**src/sne_pkg.sv**
```systemverilog
`default_nettype none

package sne_pkg;

	localparam int unsigned SNE_VALUE_WIDTH = 32;

	localparam logic [7:0] CHAR_ZERO  = 8'h30;
	localparam logic [7:0] CHAR_MINUS = 8'h2D;
	localparam logic [7:0] CHAR_PLUS  = 8'h2B;
	localparam logic [7:0] CHAR_SLASH = 8'h2F;

	// Status of the byte held in the input stage, seen by the top level
	typedef struct packed {
		logic emit;       // byte ends a numeric run: a result leaves on this step
		logic saturated;  // magnitude of the finished run was clamped
	} sne_flags_t;

	function automatic logic is_digit(input logic [7:0] c);
		logic [7:0] off;
		off = c - CHAR_ZERO;
		return off < 8'd10;
	endfunction

	function automatic logic is_numeric(input logic [7:0] c);
		return is_digit(c) || (c == CHAR_MINUS) || (c == CHAR_PLUS);
	endfunction

endpackage

`default_nettype wire

```
**src/sne_mac.sv**
```systemverilog
`default_nettype none

// Saturating multiply-by-ten accumulate of one decimal digit
module sne_mac #(
	parameter int unsigned VALUE_WIDTH = 32
) (
	input  logic [VALUE_WIDTH-1:0] mag,
	input  logic                   negative,
	input  logic                   overflow,
	input  logic [3:0]             digit,
	output logic [VALUE_WIDTH-1:0] mag_next,
	output logic                   overflow_next
);
	import sne_pkg::*;

	localparam int unsigned PW = VALUE_WIDTH + 4;

	logic [VALUE_WIDTH-1:0] limit;
	logic [PW-1:0]          wide;
	logic [PW-1:0]          prod;

	always_comb begin
		// negative runs may reach one further than positive ones
		limit = negative ? {1'b1, {(VALUE_WIDTH-1){1'b0}}}
			: {1'b0, {(VALUE_WIDTH-1){1'b1}}};
		wide  = {4'b0000, mag};
		prod  = (wide << 3) + (wide << 1) + {{(PW-4){1'b0}}, digit};
		if (overflow) begin
			mag_next      = mag;
			overflow_next = 1'b1;
		end else if (prod > {4'b0000, limit}) begin
			mag_next      = limit;
			overflow_next = 1'b1;
		end else begin
			mag_next      = prod[VALUE_WIDTH-1:0];
			overflow_next = 1'b0;
		end
	end

endmodule

`default_nettype wire

```
**src/sne_scan.sv**
```systemverilog
`default_nettype none

// Scanner state: skip / comment tracking and atoi run evaluation
module sne_scan #(
	parameter int unsigned VALUE_WIDTH = 32
) (
	input  logic                   clk,
	input  logic                   arst_n,
	input  logic [7:0]             char_s1,
	input  logic                   step,
	output sne_pkg::sne_flags_t    flags,
	output logic [VALUE_WIDTH-1:0] value
);
	import sne_pkg::*;

	typedef enum logic [1:0] {
		MODE_SKIP,
		MODE_SLASH,
		MODE_BODY,
		MODE_RUN
	} mode_t;

	typedef enum logic [1:0] {
		PH_START,
		PH_DIGIT,
		PH_TAIL
	} phase_t;

	mode_t                  mode_q,  mode_d;
	phase_t                 phase_q, phase_d;
	logic                   neg_q,   neg_d;
	logic [VALUE_WIDTH-1:0] mag_q,   mag_d;
	logic                   ovf_q,   ovf_d;

	logic                   numeric, digit, slash, in_run, run_step;
	phase_t                 eff_phase;
	logic                   eff_neg, eff_ovf;
	logic [VALUE_WIDTH-1:0] eff_mag;
	logic [VALUE_WIDTH-1:0] mac_mag;
	logic                   mac_ovf;

	sne_mac #(.VALUE_WIDTH(VALUE_WIDTH)) u_mac (
		.mag          (eff_mag),
		.negative     (eff_neg),
		.overflow     (eff_ovf),
		.digit        (char_s1[3:0]),
		.mag_next     (mac_mag),
		.overflow_next(mac_ovf)
	);

	always_comb begin
		numeric  = is_numeric(char_s1);
		digit    = is_digit(char_s1);
		slash    = (char_s1 == CHAR_SLASH);
		in_run   = (mode_q == MODE_RUN);
		run_step = numeric && (in_run || (mode_q == MODE_SKIP));

		// a run opened by this byte starts from cleared fields
		eff_phase = in_run ? phase_q : PH_START;
		eff_neg   = in_run && neg_q;
		eff_ovf   = in_run && ovf_q;
		eff_mag   = in_run ? mag_q : '0;

		mode_d  = mode_q;
		phase_d = eff_phase;
		neg_d   = eff_neg;
		mag_d   = eff_mag;
		ovf_d   = eff_ovf;

		if (run_step) begin
			mode_d = MODE_RUN;
			unique case (eff_phase)
				PH_START: begin
					if (digit) begin
						mag_d = mac_mag;
						ovf_d = mac_ovf;
					end else begin
						neg_d = (char_s1 == CHAR_MINUS);
					end
					phase_d = PH_DIGIT;
				end
				PH_DIGIT: begin
					if (digit) begin
						mag_d = mac_mag;
						ovf_d = mac_ovf;
					end else begin
						phase_d = PH_TAIL;
					end
				end
				default: begin
					phase_d = PH_TAIL;
				end
			endcase
		end else begin
			unique case (mode_q)
				MODE_RUN: begin
					// run ends; the same byte then goes through skip logic
					phase_d = PH_START;
					neg_d   = 1'b0;
					mag_d   = '0;
					ovf_d   = 1'b0;
					mode_d  = slash ? MODE_SLASH : MODE_SKIP;
				end
				MODE_SLASH: mode_d = slash ? MODE_SKIP : MODE_BODY;
				MODE_BODY:  mode_d = slash ? MODE_SKIP : MODE_BODY;
				default:    mode_d = slash ? MODE_SLASH : MODE_SKIP;
			endcase
		end

		flags.emit      = in_run && !numeric;
		flags.saturated = ovf_q;
		value           = neg_q ? ('0 - mag_q) : mag_q;
	end

	always_ff @(posedge clk or negedge arst_n) begin
		if (!arst_n) begin
			mode_q  <= MODE_SKIP;
			phase_q <= PH_START;
			neg_q   <= 1'b0;
			mag_q   <= '0;
			ovf_q   <= 1'b0;
		end else if (step) begin
			mode_q  <= mode_d;
			phase_q <= phase_d;
			neg_q   <= neg_d;
			mag_q   <= mag_d;
			ovf_q   <= ovf_d;
		end
	end

	// clamped magnitude sits exactly at the limit for the run's sign
	a_ovf_at_limit: assert property (@(posedge clk) disable iff (!arst_n)
		ovf_q |-> (mag_q == (neg_q ? {1'b1, {(VALUE_WIDTH-1){1'b0}}}
			: {1'b0, {(VALUE_WIDTH-1){1'b1}}})))
		else $error("overflow flag set but magnitude not at limit");

	// outside a run the run fields stay cleared
	a_idle_clear: assert property (@(posedge clk) disable iff (!arst_n)
		(mode_q != MODE_RUN) |-> (!ovf_q && !neg_q && (mag_q == '0)))
		else $error("run fields not cleared outside a run");

	// a run cannot leave the start phase without seeing a byte
	a_run_phase: assert property (@(posedge clk) disable iff (!arst_n)
		(mode_q == MODE_RUN) |-> (phase_q != PH_START))
		else $error("run active in start phase");

endmodule

`default_nettype wire

```
**src/script_number_extractor.sv**
```systemverilog
`default_nettype none

// Channel   Signals                        Direction  Payload
// -------   -----------------------------  ---------  ----------------------------
// input     in_valid / in_ready            sink       char_in (8 bit byte)
// result    out_valid / out_ready          source     value (signed), saturated
//
// One byte per cycle sustained while the input stage does not stall: a byte
// transfers into the input stage, is evaluated combinationally by the scanner,
// and any result is registered in the output register as the byte that ends
// its run leaves the input stage.
// The input stage stalls only when its byte ends a run while the output
// register still holds a result not yet taken.
// Reset (arst_n low) empties both stages and returns the scanner to skip mode.
module script_number_extractor #(
	parameter int unsigned VALUE_WIDTH = sne_pkg::SNE_VALUE_WIDTH
) (
	input  logic                          clk,
	input  logic                          arst_n,
	input  logic [7:0]                    char_in,
	input  logic                          in_valid,
	output logic                          in_ready,
	output logic signed [VALUE_WIDTH-1:0] value,
	output logic                          saturated,
	output logic                          out_valid,
	input  logic                          out_ready
);
	import sne_pkg::*;

	// input stage
	logic [7:0] char_s1;
	logic       valid_s1;

	// result register
	logic [VALUE_WIDTH-1:0] value_q;
	logic                   saturated_q;
	logic                   out_valid_q;

	sne_flags_t             flags;
	logic [VALUE_WIDTH-1:0] scan_value;
	logic                   slot_free;
	logic                   fire_s1;
	logic                   load_out;

	// result slot is free when empty or being drained this cycle
	assign slot_free = !out_valid_q || out_ready;
	// advance the held byte unless it needs the result slot and that is busy
	assign fire_s1   = valid_s1 && (!flags.emit || slot_free);
	assign load_out  = fire_s1 && flags.emit;
	assign in_ready  = !valid_s1 || fire_s1;

	sne_scan #(.VALUE_WIDTH(VALUE_WIDTH)) u_scan (
		.clk    (clk),
		.arst_n (arst_n),
		.char_s1(char_s1),
		.step   (fire_s1),
		.flags  (flags),
		.value  (scan_value)
	);

	// input stage: hold the byte until the scanner takes it
	always_ff @(posedge clk or negedge arst_n) begin
		if (!arst_n) begin
			valid_s1 <= 1'b0;
		end else if (in_ready) begin
			valid_s1 <= in_valid;
		end
	end

	always_ff @(posedge clk) begin
		if (in_ready && in_valid) begin
			char_s1 <= char_in;
		end
	end

	// output register: load a finished run, drop it once transferred
	always_ff @(posedge clk or negedge arst_n) begin
		if (!arst_n) begin
			out_valid_q <= 1'b0;
		end else if (load_out) begin
			out_valid_q <= 1'b1;
		end else if (out_ready) begin
			out_valid_q <= 1'b0;
		end
	end

	always_ff @(posedge clk) begin
		if (load_out) begin
			value_q     <= scan_value;
			saturated_q <= flags.saturated;
		end
	end

	assign value     = signed'(value_q);
	assign saturated = saturated_q;
	assign out_valid = out_valid_q;

	// a run that ends always shows a result on the next cycle
	a_emit_shows: assert property (@(posedge clk) disable iff (!arst_n)
		load_out |=> out_valid_q)
		else $error("finished run did not reach the output register");

	// a clamped result carries one of the two extreme values
	a_sat_extreme: assert property (@(posedge clk) disable iff (!arst_n)
		(out_valid_q && saturated_q) |->
			((value_q == {1'b1, {(VALUE_WIDTH-1){1'b0}}})
			|| (value_q == {1'b0, {(VALUE_WIDTH-1){1'b1}}})))
		else $error("saturated result not at range limit");

	// a byte blocked behind a waiting result holds in the input stage
	a_stall_holds: assert property (@(posedge clk) disable iff (!arst_n)
		(valid_s1 && flags.emit && out_valid_q && !out_ready) |=>
			(valid_s1 && $stable(char_s1)))
		else $error("stalled byte lost from input stage");

endmodule

`default_nettype wire
```
**config.mk**
```make
export PLATFORM = sky130hd
export DESIGN_NAME = script_number_extractor
export DESIGN_NICKNAME = d
export VERILOG_FILES = /design/src/sne_pkg.sv /design/src/sne_mac.sv /design/src/sne_scan.sv /design/src/script_number_extractor.sv
export SDC_FILE = /design/constraint.sdc
export NUM_CORES = 1
export LEC_CHECK = 0
export BUFFER_PORTS_ARGS = -buffer_cell sky130_fd_sc_hd__buf_2
export CAP_MARGIN = 40
export CORE_UTILIZATION = 36
export DETAILED_ROUTE_END_ITERATION = 7
export MAX_ROUTING_LAYER = met4
export PLACE_DENSITY = 0.48
export SLEW_MARGIN = 20
export SYNTH_ARGS = -nofsm -noshare
export SYNTH_HDL_FRONTEND = slang
export SYNTH_HIERARCHICAL = 1
export SYNTH_SLANG_ARGS = --single-unit
```
**constraint.sdc**
```tcl
create_clock -name clk -period 10.03 [get_ports clk]
set_clock_uncertainty 0.05 [all_clocks]
set_input_delay 2.006 -clock clk [delete_from_list [all_inputs] [get_ports clk]]
set_output_delay 2.006 -clock clk [all_outputs]
set_load 0.02 [all_outputs]
```
==> out/metrics.cfg <==
[die]
ios = 47
num_rows = 51
die_width_um = 145
fp.dieH_um = 145
die_area_um2 = 21000
coreArea_um2 = 19800
start_util_pct = 37.2

[power]
pwr-share-comb_pct = 4.1
switchingPower_w = 0.000144
p_leak_nw = 4.02
intPower_w = 0.000567
p_seq_share_pct = 50.1
ir_drop_v = 0.0000618
power_frac_clock_pct = 45.8
sw_frac_of_total_pct = 20.3
power.density_nw_per_um2 = 89.0

[flow_run]
max_cap_viol_count = 0

[synth]
synth_edf_count = 41
synth_cells = 723
synth_area_per_cell_um2 = 10.2
yosys.area.top_type = edfxtp_1
ys_types = 82
ys.flop_type = edfxtp_1
yosys_warnings = 6
synth_nets = 834
yosysTopAreaCellShare_pct = 16.7
synth.top_cells.by_area = edfxtp_1 17%, ha_1 16%, dfrtp_1 14%, xnor2_1 5.6%, a22o_1 4.0%
netlist_area_um2 = 7360
yosysSeqAreaShare_pct = 30.3
synth_seq_cells = 81
synthArstFlopShare_pct = 49.4

[clocking]
cts_sinks = 81
cts.path.max_buffers = 2
clock_latency_ps = 340
cts_root_buf = clkbuf_16
tritoncts = done
numCtsBuffers = 9
clk_pin_slew_ps = 60
cts_setup_buffers = 0
cts_resized = 0
htreeDepth = 3
cts_hold_buf = 0

[sta]
slew_viol_final = 0
finalSetupTns_ps = 0
tightestPinTransition_ps = 750
fin_crit_ps = 6600
fmax_mhz = 151
setup_viol = 0
rsz0062_at_grt = no
finalCritPeriodShare_pct = 65.8
hold_violations = 0
slew_headroom_pct = 49.5

[layout]
register_area_um2 = 2230
layout_common_cells = 97 x ha_1, 47 x buf_2, 47 x xnor2_1
final_net_count = 859
multi_input_area_um2 = 4710
mostFrequentLayoutCell = ha_1
drive_gt1_share_pct = 15.0
syn2layout_area_growth_pct = 8.55
fillerInstances = 1953
fin_area_um2 = 7990
final_cells = 1018
antennaDiodeCount = 0

[outcome]
status = completed

[placement]
port_buffers = 46
gp_congestion = 0.842
placedCellCount = 1002
place_area_um2 = 7690
dp_hpwl_um = 14500

[detailed_routing]
via_count = 5793
met3WireLength_um = 652
dr_wl_met2_um = 8000
drcViolationCount = 0
met1_length_um = 9570
first_iter_violations = 344
ant_nets = 0
routed_wl_um = 18400
dr.pass1.iters = 4
wl_per_cell_um = 18.1
top_layer_used = met4
viasPerCell = 5.69

[min_path]
holdCritStartpoint = u_scan/ovf_q
hp-class = reg -> reg

[critical_path]
crit_slowest_cell = and3b_2
cp_slowest_stage_delay_ps = 670
end_kind = flip-flop
cp_cell_sequence = ha_1 > buf_4 > and2_1 > fa_1 > ha_1 > a211o_1 > a211oi_2 > o311ai_2 > a41o_1 > a21boi_1 > o21bai_1 > a21oi_1 > xor2_1 > inv_1 > ha_1 > a21oi_1 > o21ai_0 > a211oi_1 > a221oi_1 > o2bb2ai_1 > a211oi_2 > and3b_2 > a221oi_1 > a22o_1
crit_buf_inv = 2
arrival_ps = 6790
crit_start = u_scan/mode_q[0]
cp_max_fo = 40
critPathLaunchType = flip-flop
worst-setup-path-type = reg -> reg
path_common_cell = ha_1
rr_startpoint = u_scan/mode_q[0]
cp_data_required_time_ps = 10210
critical-path-top-delay-family = compound AO/OA/AOI/OAI gates

[global_route]
grt_max_degree = 41
grt_pass1_vias = 5647
grt_pass1_wl_um = 30500
globalRoute.totalOverflow = 0
grt_use_total_pct = 18.5
antenna_found_initial = 0

power by group through the flow:
stage	clock network (W)	logic, W	registers, W
after floorplan	0	0.0000162	0.000362
after global placement	0	0.0000276	0.000363
after CTS	0.000335	0.0000298	0.000357
after global routing	0.000347	0.0000323	0.000357
final	0.000326	0.0000291	0.000357
after detailed placement	0	0.0000296	0.000363
registers in the layout, summed over array words and instances (netlist names):
name / flops
value: 32
char_s1: 8
saturated: 1
u_scan/mode_q: 2
u_scan/mag_q: 32
valid_s1: 1
out_valid: 1
u_scan/neg_q: 1
u_scan/ovf_q: 1
u_scan/phase_q: 2
Yosys cell counts (21+ instances only):
cell	number
a21oi_1	37
a221o_1	29
a22o_1	34
and2_1	35
dfrtp_1	40
edfxtp_1	41
ha_1	97
inv_1	21
nand2_1	43
o21ai_0	29
xnor2_1	47
cell families after synthesis:
logic type | after synthesis | share of synthesized area [%]
buffers and inverters | 65 | 5.80
multiplexers | 1 | 0.153
adder cells (fa/ha/maj) | 99 | 17.0
AO/OA/AOI/OAI | 238 | 25.8
XOR/XNOR | 61 | 7.26
flip-flops | 81 | 30.3
AND/OR/NAND/NOR | 178 | 13.6
cell type report:
class / instances / share of cell area (%)
Tap cell: 265 / 4.15
Clock buffer: 13 / 3.26
Timing Repair Buffer: 56 / 4.15
Multi-Input combinational cell: 577 / 58.9
Clock inverter: 3 / 0.485
Sequential cell: 81 / 27.9
Inverter: 23 / 1.08
path summary, 6_finish.rpt:
check	endpoint	slack (ps)	cells after the start
worst max-delay path	u_scan/mag_q[4]	3430	24
worst min-delay path	saturated	450	0
worst max register to register	u_scan/mag_q[4]	3430	24
worst min register to register	saturated	450	0
max in group asynchronous	u_scan/mag_q[21]	7880	2
min in group asynchronous	u_scan/mag_q[7]	1560	1
per-stage QoR:
stage / worst slack, ps / hold slack (ps) / power (W) / util, %
3_3_place_gp: 3230 / 411 / 0.000390 / 38.6
2_1_floorplan: 4160 / 429 / 0.000378 / -
6_report: 3430 / 448 / 0.000712 / 40.4
4_1_cts: 3470 / 449 / 0.000722 / 40.4
3_5_place_dp: 3510 / 436 / 0.000392 / 38.9
5_1_grt: 2820 / 458 / 0.000736 / 40.4
per-layer routing:
| metal | global-route usage (%) | vias to the layer above |
|---|---|---|
| li1 | - | 2841 |
| met2 | 27.4 | 126 |
| met3 | 1.35 | 11 |
| met1 | 26.6 | 2815 |
| met5 | - | - |
| met4 | 5.90 | 0 |
worst register-to-register path, cell delays in order (launching register included):
cell and delay, ps:
dfrtp_1 380, ha_1 190, buf_4 230, and2_1 260, fa_1 520, ha_1 340
a211o_1 290, a211oi_2 340, o311ai_2 170, a41o_1 350, a21boi_1 280, o21bai_1 100
a21oi_1 180, xor2_1 220, inv_1 70, ha_1 310, a21oi_1 150, o21ai_0 130
a211oi_1 270, a221oi_1 130, o2bb2ai_1 180, a211oi_2 250, and3b_2 670, a221oi_1 210
a22o_1 230
Note: power is estimated with default switching activity, not from simulation.
